File: config.mk
export PLATFORM = sky130hd
export DESIGN_NAME = ntfs_data_run_decoder_top
export DESIGN_NICKNAME = d
export VERILOG_FILES = /design/src/rtl/core/ndr_pkg.sv /design/src/rtl/core/ndr_front.sv /design/src/rtl/core/ndr_queue.sv /design/src/rtl/core/ndr_back.sv /design/src/rtl/core/ntfs_data_run_decoder_top.sv
export SDC_FILE = /design/constraint.sdc
export NUM_CORES = 1
export LEC_CHECK = 0
export ABC_AREA = 0
export BUFFER_PORTS_ARGS = -buffer_cell sky130_fd_sc_hd__clkbuf_2
export CAP_MARGIN = 10
export CORE_ASPECT_RATIO = 0.75
export CORE_UTILIZATION = 40
export DETAILED_ROUTE_END_ITERATION = 10
export MAX_ROUTING_LAYER = met4
export PLACE_DENSITY = 0.59
export SLEW_MARGIN = 20
export SYNTH_ARGS = -nofsm -noshare
export SYNTH_HDL_FRONTEND = slang
export SYNTH_SLANG_ARGS = --single-unit
File: constraint.sdc
create_clock -name clock -period 7.46 [get_ports clock]
set_clock_uncertainty 0.15 [all_clocks]
set_input_delay 1.492 -clock clock [delete_from_list [all_inputs] [get_ports clock]]
set_output_delay 1.492 -clock clock [all_outputs]
set_load 0.01 [all_outputs]
File: src/rtl/core/ndr_pkg.sv
package ndr_pkg;

   // field bytes kept per length or delta field
   localparam int MAX_FIELD_BYTES = 8;

   // command queue between the byte parser and the run builder
   localparam int QUEUE_DEPTH = 4;
   localparam int QUEUE_AW    = $clog2(QUEUE_DEPTH);

   // result item kinds
   typedef enum logic [2:0] {
      KIND_RUN       = 3'd0,
      KIND_ZERO_HDR  = 3'd1,
      KIND_ZERO_WID  = 3'd2,
      KIND_NEGATIVE  = 3'd3,
      KIND_BUF_END   = 3'd4,
      KIND_TRUNCATED = 3'd5
   } kind_type;

   // command opcodes from the parser
   typedef enum logic [1:0] {
      OP_PAIR,
      OP_END,
      OP_RESTART
   } op_type;

   // one parsed command
   typedef struct packed {
      op_type      op;
      kind_type    kind;
      logic        last;
      logic [63:0] delta;
      logic [63:0] length;
   } cmd_type;

endpackage

File: src/rtl/core/ndr_front.sv
module ndr_front (
   input  logic             clock,
   input  logic             reset,
   input  logic             req_tvalid,
   output logic             req_tready,
   input  logic [7:0]       req_tdata,
   input  logic             req_tlast,
   input  logic             queue_full,
   output logic             push,
   output ndr_pkg::cmd_type push_cmd
);
   import ndr_pkg::*;

   typedef enum logic [1:0] {
      PH_HEADER,
      PH_LENGTH,
      PH_DELTA,
      PH_DONE
   } phase_type;

   phase_type   phase_ff, phase_in;
   logic [3:0]  lw_ff, lw_in;
   logic [3:0]  dw_ff, dw_in;
   logic [3:0]  idx_ff, idx_in;
   logic [63:0] lacc_ff, lacc_in;
   logic [63:0] dacc_ff, dacc_in;

   logic        accept;
   logic [3:0]  idx_inc;
   logic [63:0] dacc_new;

   // drop a byte into its lane of the little-endian field
   function automatic logic [63:0] place_byte(input logic [63:0] acc, input logic [7:0] b,
                                              input logic [3:0] idx);
      logic [63:0] r;
      r = acc;
      for (int k = 0; k < MAX_FIELD_BYTES; k++) begin
         if (idx == 4'(k)) begin
            r[8*k +: 8] = r[8*k +: 8] | b;
         end
      end
      return r;
   endfunction

   // sign extend the delta from its top kept byte
   function automatic logic [63:0] sign_extend(input logic [63:0] d, input logic [3:0] dw);
      logic [3:0]  eff;
      logic [63:0] r;
      eff = (dw > 4'(MAX_FIELD_BYTES)) ? 4'(MAX_FIELD_BYTES) : dw;
      r   = d;
      for (int k = 1; k < 8; k++) begin
         if (eff == 4'(k) && d[8*k-1]) begin
            r = r | ({64{1'b1}} << (8*k));
         end
      end
      return r;
   endfunction

   assign req_tready = !queue_full;
   assign accept     = req_tvalid && req_tready;
   assign idx_inc    = idx_ff + 4'd1;
   assign dacc_new   = place_byte(dacc_ff, req_tdata, idx_ff);

   // byte classification and field accumulation
   always_comb begin
      phase_in        = phase_ff;
      lw_in           = lw_ff;
      dw_in           = dw_ff;
      idx_in          = idx_ff;
      lacc_in         = lacc_ff;
      dacc_in         = dacc_ff;
      push            = 1'b0;
      push_cmd.op     = OP_END;
      push_cmd.kind   = KIND_TRUNCATED;
      push_cmd.last   = req_tlast;
      push_cmd.delta  = '0;
      push_cmd.length = '0;
      if (accept) begin
         unique case (phase_ff)
            PH_HEADER: begin
               if (req_tdata == 8'h00) begin
                  push          = 1'b1;
                  push_cmd.kind = KIND_ZERO_HDR;
                  phase_in      = PH_DONE;
               end else if (req_tdata[3:0] == 4'h0 || req_tdata[7:4] == 4'h0) begin
                  push          = 1'b1;
                  push_cmd.kind = KIND_ZERO_WID;
                  phase_in      = PH_DONE;
               end else begin
                  lw_in    = req_tdata[3:0];
                  dw_in    = req_tdata[7:4];
                  idx_in   = '0;
                  lacc_in  = '0;
                  dacc_in  = '0;
                  phase_in = PH_LENGTH;
                  push     = req_tlast;
               end
            end
            PH_LENGTH: begin
               lacc_in = place_byte(lacc_ff, req_tdata, idx_ff);
               idx_in  = idx_inc;
               if (idx_inc >= lw_ff) begin
                  idx_in   = '0;
                  phase_in = PH_DELTA;
               end
               push = req_tlast;
            end
            PH_DELTA: begin
               dacc_in = dacc_new;
               idx_in  = idx_inc;
               if (idx_inc >= dw_ff) begin
                  push            = 1'b1;
                  push_cmd.op     = OP_PAIR;
                  push_cmd.kind   = KIND_RUN;
                  push_cmd.delta  = sign_extend(dacc_new, dw_ff);
                  push_cmd.length = lacc_ff;
                  idx_in          = '0;
                  phase_in        = PH_HEADER;
               end else begin
                  push = req_tlast;
               end
            end
            PH_DONE: begin
               push = 1'b0;
            end
            default: begin
               phase_in = PH_HEADER;
            end
         endcase
         // buffer end restarts the parser and the running cluster
         if (req_tlast) begin
            if (!push) begin
               push        = 1'b1;
               push_cmd.op = OP_RESTART;
            end
            phase_in = PH_HEADER;
            lw_in    = '0;
            dw_in    = '0;
            idx_in   = '0;
            lacc_in  = '0;
            dacc_in  = '0;
         end
      end
   end

   // parser state
   always_ff @(posedge clock) begin
      if (reset) begin
         phase_ff <= PH_HEADER;
         lw_ff    <= '0;
         dw_ff    <= '0;
         idx_ff   <= '0;
         lacc_ff  <= '0;
         dacc_ff  <= '0;
      end else begin
         phase_ff <= phase_in;
         lw_ff    <= lw_in;
         dw_ff    <= dw_in;
         idx_ff   <= idx_in;
         lacc_ff  <= lacc_in;
         dacc_ff  <= dacc_in;
      end
   end

endmodule

File: src/rtl/core/ndr_queue.sv
module ndr_queue (
   input  logic             clock,
   input  logic             reset,
   input  logic             push,
   input  ndr_pkg::cmd_type push_cmd,
   output logic             full,
   input  logic             pop,
   output logic             head_valid,
   output ndr_pkg::cmd_type head_cmd
);
   import ndr_pkg::*;

   cmd_type               slot_ff [QUEUE_DEPTH];
   logic [QUEUE_AW-1:0]   wr_ff, wr_in;
   logic [QUEUE_AW-1:0]   rd_ff, rd_in;
   logic [QUEUE_AW:0]     count_ff, count_in;

   assign full       = (count_ff == (QUEUE_AW+1)'(QUEUE_DEPTH));
   assign head_valid = (count_ff != '0);
   assign head_cmd   = slot_ff[rd_ff];

   // pointer and fill count update
   always_comb begin
      wr_in    = wr_ff;
      rd_in    = rd_ff;
      count_in = count_ff;
      if (push) begin
         wr_in = (wr_ff == QUEUE_AW'(QUEUE_DEPTH - 1)) ? '0 : wr_ff + QUEUE_AW'(1);
      end
      if (pop) begin
         rd_in = (rd_ff == QUEUE_AW'(QUEUE_DEPTH - 1)) ? '0 : rd_ff + QUEUE_AW'(1);
      end
      unique case ({push, pop})
         2'b10:   count_in = count_ff + (QUEUE_AW+1)'(1);
         2'b01:   count_in = count_ff - (QUEUE_AW+1)'(1);
         default: count_in = count_ff;
      endcase
   end

   // control state
   always_ff @(posedge clock) begin
      if (reset) begin
         wr_ff    <= '0;
         rd_ff    <= '0;
         count_ff <= '0;
      end else begin
         wr_ff    <= wr_in;
         rd_ff    <= rd_in;
         count_ff <= count_in;
      end
   end

   // entry storage
   always_ff @(posedge clock) begin
      if (push) begin
         slot_ff[wr_ff] <= push_cmd;
      end
   end

endmodule

File: src/rtl/core/ndr_back.sv
module ndr_back (
   input  logic             clock,
   input  logic             reset,
   input  logic             head_valid,
   input  ndr_pkg::cmd_type head_cmd,
   output logic             pop,
   output logic             rsp_tvalid,
   input  logic             rsp_tready,
   output logic [127:0]     rsp_tdata,
   output logic [2:0]       rsp_tuser
);
   import ndr_pkg::*;

   logic        valid_ff, valid_in;
   kind_type    kind_ff, kind_in;
   logic [62:0] start_ff, start_in;
   logic [63:0] count_ff, count_in;
   logic [63:0] running_ff, running_in;
   logic        drop_ff, drop_in;
   logic        pend_end_ff, pend_end_in;

   logic        slot_free;
   logic [63:0] sum;

   assign slot_free = !valid_ff || rsp_tready;
   assign pop       = slot_free && !pend_end_ff && head_valid;
   assign sum       = running_ff + head_cmd.delta;

   // run building and end handling
   always_comb begin
      valid_in    = valid_ff;
      kind_in     = kind_ff;
      start_in    = start_ff;
      count_in    = count_ff;
      running_in  = running_ff;
      drop_in     = drop_ff;
      pend_end_in = pend_end_ff;
      if (rsp_tready) begin
         valid_in = 1'b0;
      end
      if (slot_free && pend_end_ff) begin
         // buffer end right after the final run
         valid_in    = 1'b1;
         kind_in     = KIND_BUF_END;
         start_in    = '0;
         count_in    = '0;
         pend_end_in = 1'b0;
      end else if (pop) begin
         if (drop_ff) begin
            // list ended on a negative cluster: swallow until buffer end
            if (head_cmd.last) begin
               drop_in    = 1'b0;
               running_in = '0;
            end
         end else begin
            unique case (head_cmd.op)
               OP_PAIR: begin
                  valid_in = 1'b1;
                  start_in = '0;
                  count_in = '0;
                  if (sum[63]) begin
                     kind_in    = KIND_NEGATIVE;
                     running_in = head_cmd.last ? '0 : sum;
                     drop_in    = !head_cmd.last;
                  end else begin
                     kind_in     = KIND_RUN;
                     start_in    = sum[62:0];
                     count_in    = head_cmd.length;
                     running_in  = head_cmd.last ? '0 : sum;
                     pend_end_in = head_cmd.last;
                  end
               end
               OP_END: begin
                  valid_in = 1'b1;
                  kind_in  = head_cmd.kind;
                  start_in = '0;
                  count_in = '0;
                  if (head_cmd.last) begin
                     running_in = '0;
                  end
               end
               OP_RESTART: begin
                  running_in = '0;
               end
               default: begin
                  running_in = '0;
               end
            endcase
         end
      end
   end

   // control state and running cluster
   always_ff @(posedge clock) begin
      if (reset) begin
         valid_ff    <= 1'b0;
         running_ff  <= '0;
         drop_ff     <= 1'b0;
         pend_end_ff <= 1'b0;
      end else begin
         valid_ff    <= valid_in;
         running_ff  <= running_in;
         drop_ff     <= drop_in;
         pend_end_ff <= pend_end_in;
      end
   end

   // result payload
   always_ff @(posedge clock) begin
      kind_ff  <= kind_in;
      start_ff <= start_in;
      count_ff <= count_in;
   end

   assign rsp_tvalid = valid_ff;
   assign rsp_tuser  = kind_ff;
   assign rsp_tdata  = {1'b0, count_ff, start_ff};

endmodule

File: src/rtl/core/ntfs_data_run_decoder_top.sv
// the command for a result is stored in the command queue, then the result is registered
// throughput: one byte per cycle while the queue is not full; the single result register
// moves one item per cycle when rsp_tready is high, so a pair ending on the buffer's last
// byte yields a run and a buffer end item; a four-entry queue absorbs that and result stalls
// reset: synchronous, active high; clears parser phase, queue and running cluster at once
module ntfs_data_run_decoder_top (
   input  logic         clock,
   input  logic         reset,
   input  logic         req_tvalid,
   output logic         req_tready,
   input  logic [7:0]   req_tdata,   // [7:0] pair_byte
   input  logic         req_tlast,   // buffer_last
   output logic         rsp_tvalid,
   input  logic         rsp_tready,
   output logic [127:0] rsp_tdata,   // [62:0] run_start_cluster, [126:63] run_cluster_count
   output logic [2:0]   rsp_tuser    // [2:0] item_kind
);
   import ndr_pkg::*;

   logic    q_push;
   logic    q_full;
   logic    q_pop;
   logic    q_valid;
   cmd_type q_in_cmd;
   cmd_type q_head_cmd;

   // byte parser
   ndr_front u_front (
      .clock      (clock),
      .reset      (reset),
      .req_tvalid (req_tvalid),
      .req_tready (req_tready),
      .req_tdata  (req_tdata),
      .req_tlast  (req_tlast),
      .queue_full (q_full),
      .push       (q_push),
      .push_cmd   (q_in_cmd)
   );

   // command queue
   ndr_queue u_queue (
      .clock      (clock),
      .reset      (reset),
      .push       (q_push),
      .push_cmd   (q_in_cmd),
      .full       (q_full),
      .pop        (q_pop),
      .head_valid (q_valid),
      .head_cmd   (q_head_cmd)
   );

   // run builder and result register
   ndr_back u_back (
      .clock      (clock),
      .reset      (reset),
      .head_valid (q_valid),
      .head_cmd   (q_head_cmd),
      .pop        (q_pop),
      .rsp_tvalid (rsp_tvalid),
      .rsp_tready (rsp_tready),
      .rsp_tdata  (rsp_tdata),
      .rsp_tuser  (rsp_tuser)
   );

   // no command is written into a full queue
   a_no_push_full: assert property (@(posedge clock) disable iff (reset)
      q_full |-> !q_push)
      else $error("command pushed into full queue");

   // the builder only takes a command that is there
   a_pop_valid: assert property (@(posedge clock) disable iff (reset)
      q_pop |-> q_valid)
      else $error("command popped from empty queue");

   // end items carry an all-zero payload
   a_end_zero: assert property (@(posedge clock) disable iff (reset)
      (rsp_tvalid && rsp_tuser != 3'(KIND_RUN)) |-> (rsp_tdata == '0))
      else $error("end item with nonzero payload");

   // a buffer end item follows the run it closes without a gap
   a_buf_end_order: assert property (@(posedge clock) disable iff (reset)
      (rsp_tvalid && rsp_tready && rsp_tuser == 3'(KIND_RUN) && q_valid && !q_pop
       && $past(q_pop) && $past(q_head_cmd.last) && $past(q_head_cmd.op) == OP_PAIR)
      |=> (rsp_tvalid && rsp_tuser == 3'(KIND_BUF_END)))
      else $error("buffer end item not presented after final run");

endmodule
---- Yosys cells after proc, flatten, opt, wreduce, memory -nomap -nowiden ----
Memories as Yosys holds them, arrays and structs flattened. A register that Yosys moved wholly into a read port is not among the register bits.
Index checks and enable logic that the tools add are counted.
cells by class
  add/subtract/negate cells ............... 6
  magnitude comparators ................... 3
  equal/unequal tests ..................... 37
  mux-type cells .......................... 96
  bitwise gates (word level) .............. 19
  reductions and logical operators ........ 47
operator list
  kind                  number
  $mux W64              16
  $pmux W64 S2          4
  $mux W128             3
  $mux W8               16
  $or A8 B8 Y8          16
  $mux W63              2
  $pmux W63 S2          1
  $add A64 B64 Y64      1
  $mux W4               15
  $reduce_and A5 Y1     8
  $eq A4 B3 Y1 const B  8
  $ne A3 B2 Y1 const B  10
  $mux W2               12
  $reduce_and A4 Y1     5
  $mux W1               18
  $pmux W3 S2           3
  $eq A4 B2 Y1 const B  4
  $logic_not A4 Y1      3
  $pmux W4 S3           1
  $logic_and A1 B1 Y1   11
  $eq A2 B2 Y1 const B  5
  $reduce_bool A3 Y1    3
  $eq A4 B1 Y1 const B  2
  $ge A4 B4 Y1          2
  other kinds (23)      39
storage, ports and cells
  register bits after elaboration ......... 346
  memory bits (writable) .................. 536
  bits of input ports ..................... 13
  output and inout bits ................... 133
  word-level logic and storage cells ...... 232
  memories ................................ 1
memories
  name             depth  width  rd ports  clocked after Yosys merged registers in  write ports  RTL line         source
  u_queue.slot_ff  4      134    1         1                                        1            ndr_queue.sv:13  cmd_type slot_ff [QUEUE_DEPTH];

---- Longest topological paths before layout ----
Gate-level depths: netlist (run 1).
  depth in word-level cells ............... 14
  depth in mapped cells ................... 18
  gate-level depth less buffers ........... 16

---- Cells and area by module ----
A second synthesis (run 1) with hierarchy kept.
unflattened totals
  cell total of the unflattened synthesis .. 2766
  area total of the unflattened synthesis .. 37100.6 µm²
by module, submodules not included
  module     times used  cells each  area each (µm²)
  ndr_queue  1           744         19745.2
  ndr_back   1           1269        10603.9
  ndr_front  1           753         6751.5

---- Worst setup path before layout (run 1) ----
OpenSTA, ideal clock, no wires.
  kind .................................... input -> register
  start point ............................. input req_tdata[4]
  end point ............................... memory u_queue.slot_ff[0][0] (netlist bit), enable pin
  library setup time ...................... 0.509 ns
  data arrival time ....................... 6.073 ns
  required time ........................... 6.801 ns
  slack ................................... 0.727 ns
  stages on the path ...................... 8
  cell sequence ........................... clkbuf_1 -> or4_1 -> inv_1 -> ha_1 -> nand2b_1 -> and2_1 -> o31a_1 -> and2_1
on the way
  longest elaborated chain between the ends .. 10
ends and longest elaborated chain
  element                          RTL line                         source
  start, declared                  ntfs_data_run_decoder_top.sv:11  input logic [7:0] req_tdata,
  $logic_not A4 Y1                 ndr_front.sv:85                  end else if (req_tdata[3:0] == 4'h0 || req_tdata[7:4] == 4'h0) begin
  $logic_or A1 B1 Y1               ndr_front.sv:85
  $mux W1                          ndr_front.sv:85
  $mux W1 *                        ndr_front.sv:81                  if (req_tdata == 8'h00) begin
  $pmux W1 S4 *                    ndr_front.sv:79                  unique case (phase_ff)
  $mux W1 *                        ndr_front.sv:78                  if (accept) begin
  $mux W1 *                        ndr_front.sv:131                 if (req_tlast) begin
  $mux W1 *                        ndr_front.sv:78
  $mux W1 *                        ndr_queue.sv:55                  if (push) begin
  $mux W1 (implied by the code) *  ndr_queue.sv:56                  slot_ff[wr_ff] <= push_cmd;
  end, declared                    ndr_queue.sv:13
Every way passes the cells marked *; elsewhere a longest branch is shown, timed or not. The select of a mux whose other input is x is not followed.

==> summary.md, run 1 <==
| Metric | Value |
|---|---|
| Max-slew violation count | 0 |
| Final nets | 3,029 |
| Pre-antenna DRT Iters | 6 |
| Post-DP Area | 38,600 µm² |
| Vias in the first global route | 23.2k |
| PortBufs | 144 |
| Core Util, Final | 46.3% |
| Sw power | 0.00415 W |
| Max-cap violation count | 0 |
| Crit-path most repeated cell | buf_4 |
| Vias | 23.7k |
| RSZ-0062 raised after global routing | false |
| Seq/Total Area, Yosys | 63.0% |
| Reg power frac | 42.1% |
| Setup Fix Bufs, Post-CTS | 0 |
| Die X | 351 µm |
| Clock root buffer | clkbuf_16 |
| Status | complete, no violations |
| Fmax | 0.182 GHz |
| Synth Instances | 2,831 |
| H-tree lvl count | 3 |
| Row count | 95 |
| Starting DRT DRC Count | 2,230 |
| Antenna Cells | 0 |
| Hold buffer count at cts | 0 |
| Die Y | 264 µm |
| Slew @ Worst Pin | 1040 ps |
| Top FF cell, synth | edfxtp_1 |
| CTS sink cnt | 884 |
| Int Power | 0.00955 W |
| Finished Cell Area | 41,800 µm² |
| Hold depth | 2 |
| Share of layout cells above drive strength 1 | 16.6% |
| Max-slew headroom | 30.6% |
| Number of flops mapped to enable cells by yosys | 536 |
| Clock transition at path regs | 60 ps |
| Final cell count without fillers | 4,217 |
| Post-synth cell types | 74 |
| Tcrit/Tclk final | 73.6% |
| Setup Viol. Count Final | 0 |
| Logic pwr share | 22.9% |
| I/O pin total | 146 |
| VDD IR max | 0.217 mV |
| Total CTS buffers | 91 |
| CTS Buffer Depth | 3 |
| # fillers | 7,998 |
| Synth Register Bits | 884 |
| Worst hold path class | reg2reg |
| Final Power | 0.0137 W |
| Clock share of power | 35.0% |
| CP Class | reg2reg |
| DRC | 0 |
| TritonCTS clock tree | done |
| Drt wl/cell | 22.6 µm |
| Clk_lat worst skew | 670 ps |
| Routed Antenna Nets | 0 |
| Grt total ovfl | 0 |
| Synth warnings | 0 |
| Setup tns final | 0 ps |
| Slowest cell on the critical path | dfxtp_4 |
| R2R cell count | 13 |
| HPWL Detailed | 62,400 µm |
| Die Area | 92,700 µm² |
| Post-layout min period | 5490 ps |
| Largest net degree at the start of global routing | 91 |
| CTS resizes | 0 |
| Fin. Hold Viols | 0 |
| Initial antenna violation count | 1 |
| Startpoint types | flop |
| Initial core utilization | 40.6% |
| Maximum net fanout on the critical path | 58 |
| Critical Path, Cell by Cell | buf_4 > mux4_2 > ha_1 > nand2_1 > nor4_1 > nand4_1 > nand2b_1 > a21oi_1 > o211ai_2 > nor4_4 > buf_4 > a32oi_1 > nor2_1 |
| CP Capture Type | flop |
| Core area | 90,100 µm² |
| Global Route Usage Sum | 21.0% |
| FFs w/ async S/R, synth | 0% |
| Area delta synth->final | 14.1% |
| Syn avg cell area | 12.9 µm² |
| Worst path max stage delay | 980 ps |
| Most frequent cells in the layout | edfxtp_1, a21oi_1, dfxtp_1, nor2_1, clkbuf_2 |
| Leakage | 15.3 nW |
| Final WL | 95,300 µm |
| Mapped Area | 36,600 µm² |
| Net Sw Frac | 30.3% |
| CP arrival | 5930 ps |
| Post-synth net total | 2,933 |
| Commonest non-fill, non-tap cell in the layout | edfxtp_1 |
| CP required | 7900 ps |
| PwrDens | 328 nW/µm² |
| First-pass GRT wire length | 144,000 µm |
| Routability congestion estimate | 0.929 |
| Placed cell count | 4,046 |
| Vias per cell | 5.63 |
-- routing by layer --
layer | vias to the layer above | routed length (µm) | global-route usage, % | share of wire (%)
li1 | 10900 | - | - | -
met1 | 11900 | 44500 | 30.3 | 47
met2 | 756 | 42700 | 30.9 | 45
met3 | 154 | 5780 | 3.23 | 6.1
met4 | 0 | 2280 | 5.61 | 2.4
met5 | - | 0 | - | 0
-- critical path: cells and delay by family, from the launching register on --
| kind | cells | cell delay (ps) |
|---|---|---|
| AND/OR/NAND/NOR | 6 | 1420 |
| buffers and inverters | 2 | 1000 |
| flip-flops | 1 | 980 |
| AO/OA/AOI/OAI | 3 | 730 |
| multiplexers | 1 | 570 |
| adder cells (fa/ha/maj) | 1 | 500 |
-- flip-flops by register name, summed over array words and instances, names as in the netlist, 4 cells and up, named ones only --
| signal | cells |
|---|---|
| u_front.lacc_ff | 64 |
| u_back.running_ff | 64 |
| u_front.dacc_ff | 64 |
| u_front.lw_ff | 4 |
| u_front.idx_ff | 4 |
| u_queue.slot_ff | 536 |
| u_back.count_ff | 64 |
| u_front.dw_ff | 4 |
| u_back.start_ff | 63 |
-- area by class of cell --
type                       count  area [µm²]  area share, %
tap                         1212        1520           3.63
clock buffer                 116        2470           5.92
clock inverter                55         687           1.65
sequential                   884       23100           55.2
timing repair buffer         186        1140           2.72
multi-input combinational   1723       12700           30.5
inverter                      41         154          0.369
-- cell families after synthesis --
kind of cell,synth area share (%)
AO/OA/AOI/OAI,13.1
flip-flops,63.0
buffers and inverters,2.36
XOR/XNOR,1.48
adder cells (fa/ha/maj),3.08
AND/OR/NAND/NOR,8.54
other,0.0102
multiplexers,8.36
-- synthesized netlist by cell type (16+ instances only) --
master	count	area (µm²)
a21oi_1	360	1800
nand3_1	25	125
a21o_1	42	315
nor3_1	24	120
nor2_1	308	1160
buf_1	16	60.1
xnor2_1	38	333
nand2b_1	23	144
o21ai_0	67	335
and2_1	87	544
a22o_1	93	815
a22oi_1	85	638
nor2b_1	21	131
dfxtp_1	348	6970
clkbuf_1	153	574
ha_1	87	1090
edfxtp_1	536	16100
inv_1	39	146
mux4_2	134	3020
xor2_1	24	210
nand4_1	27	169
nand2_1	118	443
-- stage by stage --
step / hold WS [ps] / setup WS, ps
2_1_floorplan: 279 / 727
3_3_place_gp: 289 / 1730
3_5_place_dp: 297 / 1710
4_1_cts: 312 / 1890
5_1_grt: 326 / 1380
6_report: 309 / 1970
-- power by group through the flow --
stage / registers, W / logic (W) / clock network [W]
3_5_place_dp: 0.00588 / 0.00317 / 0
2_1_floorplan: 0.00589 / 0.00202 / 0
3_3_place_gp: 0.00587 / 0.00314 / 0
5_1_grt: 0.00582 / 0.00340 / 0.00508
4_1_cts: 0.00578 / 0.00318 / 0.00490
6_report: 0.00577 / 0.00314 / 0.00479
-- path summary, 6_finish.rpt --
check / start / to / slack, ps
max: flop / u_back.start_ff[2]$_SDFFE_PP0P_ / 1970
max reg2reg: flop / u_back.start_ff[2]$_SDFFE_PP0P_ / 1970
min: u_back.start_ff[24]$_SDFFE_PP0P_ / u_back.start_ff[24]$_SDFFE_PP0P_ / 310
min reg2reg: u_back.start_ff[24]$_SDFFE_PP0P_ / u_back.start_ff[24]$_SDFFE_PP0P_ / 310
No activity file was read; power rests on OpenSTA's default activity.
==> run 2, diff against run 1 <==
- PLACE_DENSITY: 0.59 -> 0.61
- clock period: 7.46 -> 4.59 ns (I/O delays scaled with it)
==> summary.md, run 2 (synthesis gave the netlist of run 1 again) <==
| Metric | Value |
|---|---|
| Starting DRT DRC Count | 2,578 |
| I/O pin total | 146 |
| Antenna Cells | 0 |
| Placed cell count | 4,204 |
| First-pass GRT wire length | 149,000 µm |
| Worst path bufs/invs | 3 |
| Slew @ Worst Pin | 1090 ps |
| Die X | 351 µm |
| WHS Endpoint | u_front.lacc_ff[26]$_SDFFE_PP0P_ |
| Largest net degree at the start of global routing | 66 |
| Leakage | 16.2 nW |
| Routed Antenna Nets | 0 |
| Initial antenna violation count | 0 |
| Worst path max stage delay | 560 ps |
| Reg2reg end | u_back.running_ff[61]$_SDFFE_PP0P_ |
| Max-slew headroom | 27.2% |
| VDD IR max | 0.264 mV |
| HPWL Detailed | 67,200 µm |
| CP Capture Type | flop |
| Vias per cell | 5.56 |
| Core Util, Final | 48.0% |
| Setup Viol. Count Final | 0 |
| Max-cap violation count | 0 |
| CP Class | reg2reg |
| Initial core utilization | 40.6% |
| Max reg flops | 536 |
| Slowest cell on the critical path | mux4_2 |
| Worst Hold Launch | u_front.lacc_ff[26]$_SDFFE_PP0P_ |
| Pre-antenna DRT Iters | 6 |
| Status | complete, no violations |
| Clock root buffer | clkbuf_16 |
| DRC | 0 |
| CP arrival | 4840 ps |
| Clk_lat worst skew | 650 ps |
| Most flops, register | u_queue.slot_ff |
| R2r setup slk | 140 ps |
| Hold WS | 306 ps |
| Critical Path, Cell by Cell | buf_12 > buf_4 > mux4_2 > ha_1 > nand4_1 > or4_1 > a2111o_1 > nand3_1 > a31oi_1 > buf_4 > nor2_1 > nor3_1 > xnor2_2 > a22o_1 |
| Grt total ovfl | 0 |
| CTS Buffer Depth | 3 |
| Final nets | 3,208 |
| Area delta synth->final | 18.1% |
| Core area | 90,100 µm² |
| Commonest non-fill, non-tap cell in the layout | edfxtp_1 |
| CP required | 4980 ps |
| Hold depth | 2 |
| Global Route Usage Sum | 21.9% |
| PortBufs | 144 |
| WP depth | 14 |
| Final Power | 0.0224 W |
| Total CTS buffers | 89 |
| R2R cell count | 14 |
| Fin. Hold Viols | 0 |
| Maximum net fanout on the critical path | 19 |
| Post-layout min period | 4450 ps |
| Final worst-path setup slack | 144 ps |
| Row count | 95 |
| Vias in the first global route | 23.9k |
| Crit-path most repeated cell | buf_4 |
| Share of layout cells above drive strength 1 | 21.5% |
| Place WS | -136 ps |
| RSZ-0062 raised after global routing | false |
| Drt wl/cell | 22.6 µm |
| Fmax | 0.225 GHz |
| Die Y | 264 µm |
| TritonCTS clock tree | done |
| Routability congestion estimate | 0.952 |
| H-tree lvl count | 3 |
| CTS sink cnt | 884 |
| Clock transition at path regs | 60 ps |
| Most frequent cells in the layout | edfxtp_1, a21oi_1, dfxtp_1, nor2_1, buf_4 |
| Final cell count without fillers | 4,394 |
| Cell family with most CP delay | simple AND/OR/NAND/NOR gates |
| Max-slew violation count | 0 |
| Final WL | 99,200 µm |
| Die Area | 92,700 µm² |
| Vias | 24.4k |
| PwrDens | 519 nW/µm² |
| Tcrit/Tclk final | 96.9% |
| Startpoint types | flop |
| Worst hold path class | reg2reg |
run 2: worst max-delay path by stage:
stage,endpoint
finish,u_back.running_ff[61]$_SDFFE_PP0P_
global route,u_back.start_ff[61]$_SDFFE_PP0P_
CTS,u_back.start_ff[50]$_SDFFE_PP0P_
detailed placement,u_back.running_ff[62]$_SDFFE_PP0P_
floorplan,u_queue.slot_ff[0][0]$_DFFE_PP_
global placement,u_back.running_ff[50]$_SDFFE_PP0P_
run 2: what timing repair did:
item | in CTS | in global routing
pin swaps | 0 | 6
resized for setup | 3 | 21
setup buffers | 0 | 23
setup endpoints to repair | 14 | 127
hold buffers | 0 | 0
run 2: tightest hold or removal path: cells and delay by family, from the launching register on:
family	cells	cell delay [ps]
AO/OA/AOI/OAI	1	40
flip-flops	1	320
AND/OR/NAND/NOR	1	70
run 2: cell type report:
cell class              count  area (µm²)
inverters                  41         154
fillers                  7945       46900
flip-flops and latches    884       23100
well taps                1212        1520
clock buffers             127        2500
clock inverters            40         429
multi-input cells        1723       12800
repair buffers            367        2710
run 2: stage by stage:
step / instance area (µm²) / TNS (ps)
after global placement: 40000 / -1930
final: 43200 / 0
after detailed placement: 40000 / -907
after CTS: 42900 / 0
after global routing: 43200 / 0
after floorplan: 36600 / -41190
run 2: report_power, final:
part | internal, W | leakage [nW] | switching, W
Combinational | 0.00243 | 6.47 | 0.00340
Sequential | 0.00900 | 8.31 | 0.000345
Clock | 0.00418 | 1.43 | 0.00307
Total | 0.0156 | 16.2 | 0.00682
run 2: metal layers:
metal,wire [µm],GRT usage [%],vias up
met1,45700,31.6,12300
li1,-,-,11300
met4,2170,5.49,0
met2,44600,32.1,787
met3,6770,3.60,136
met5,0,-,-
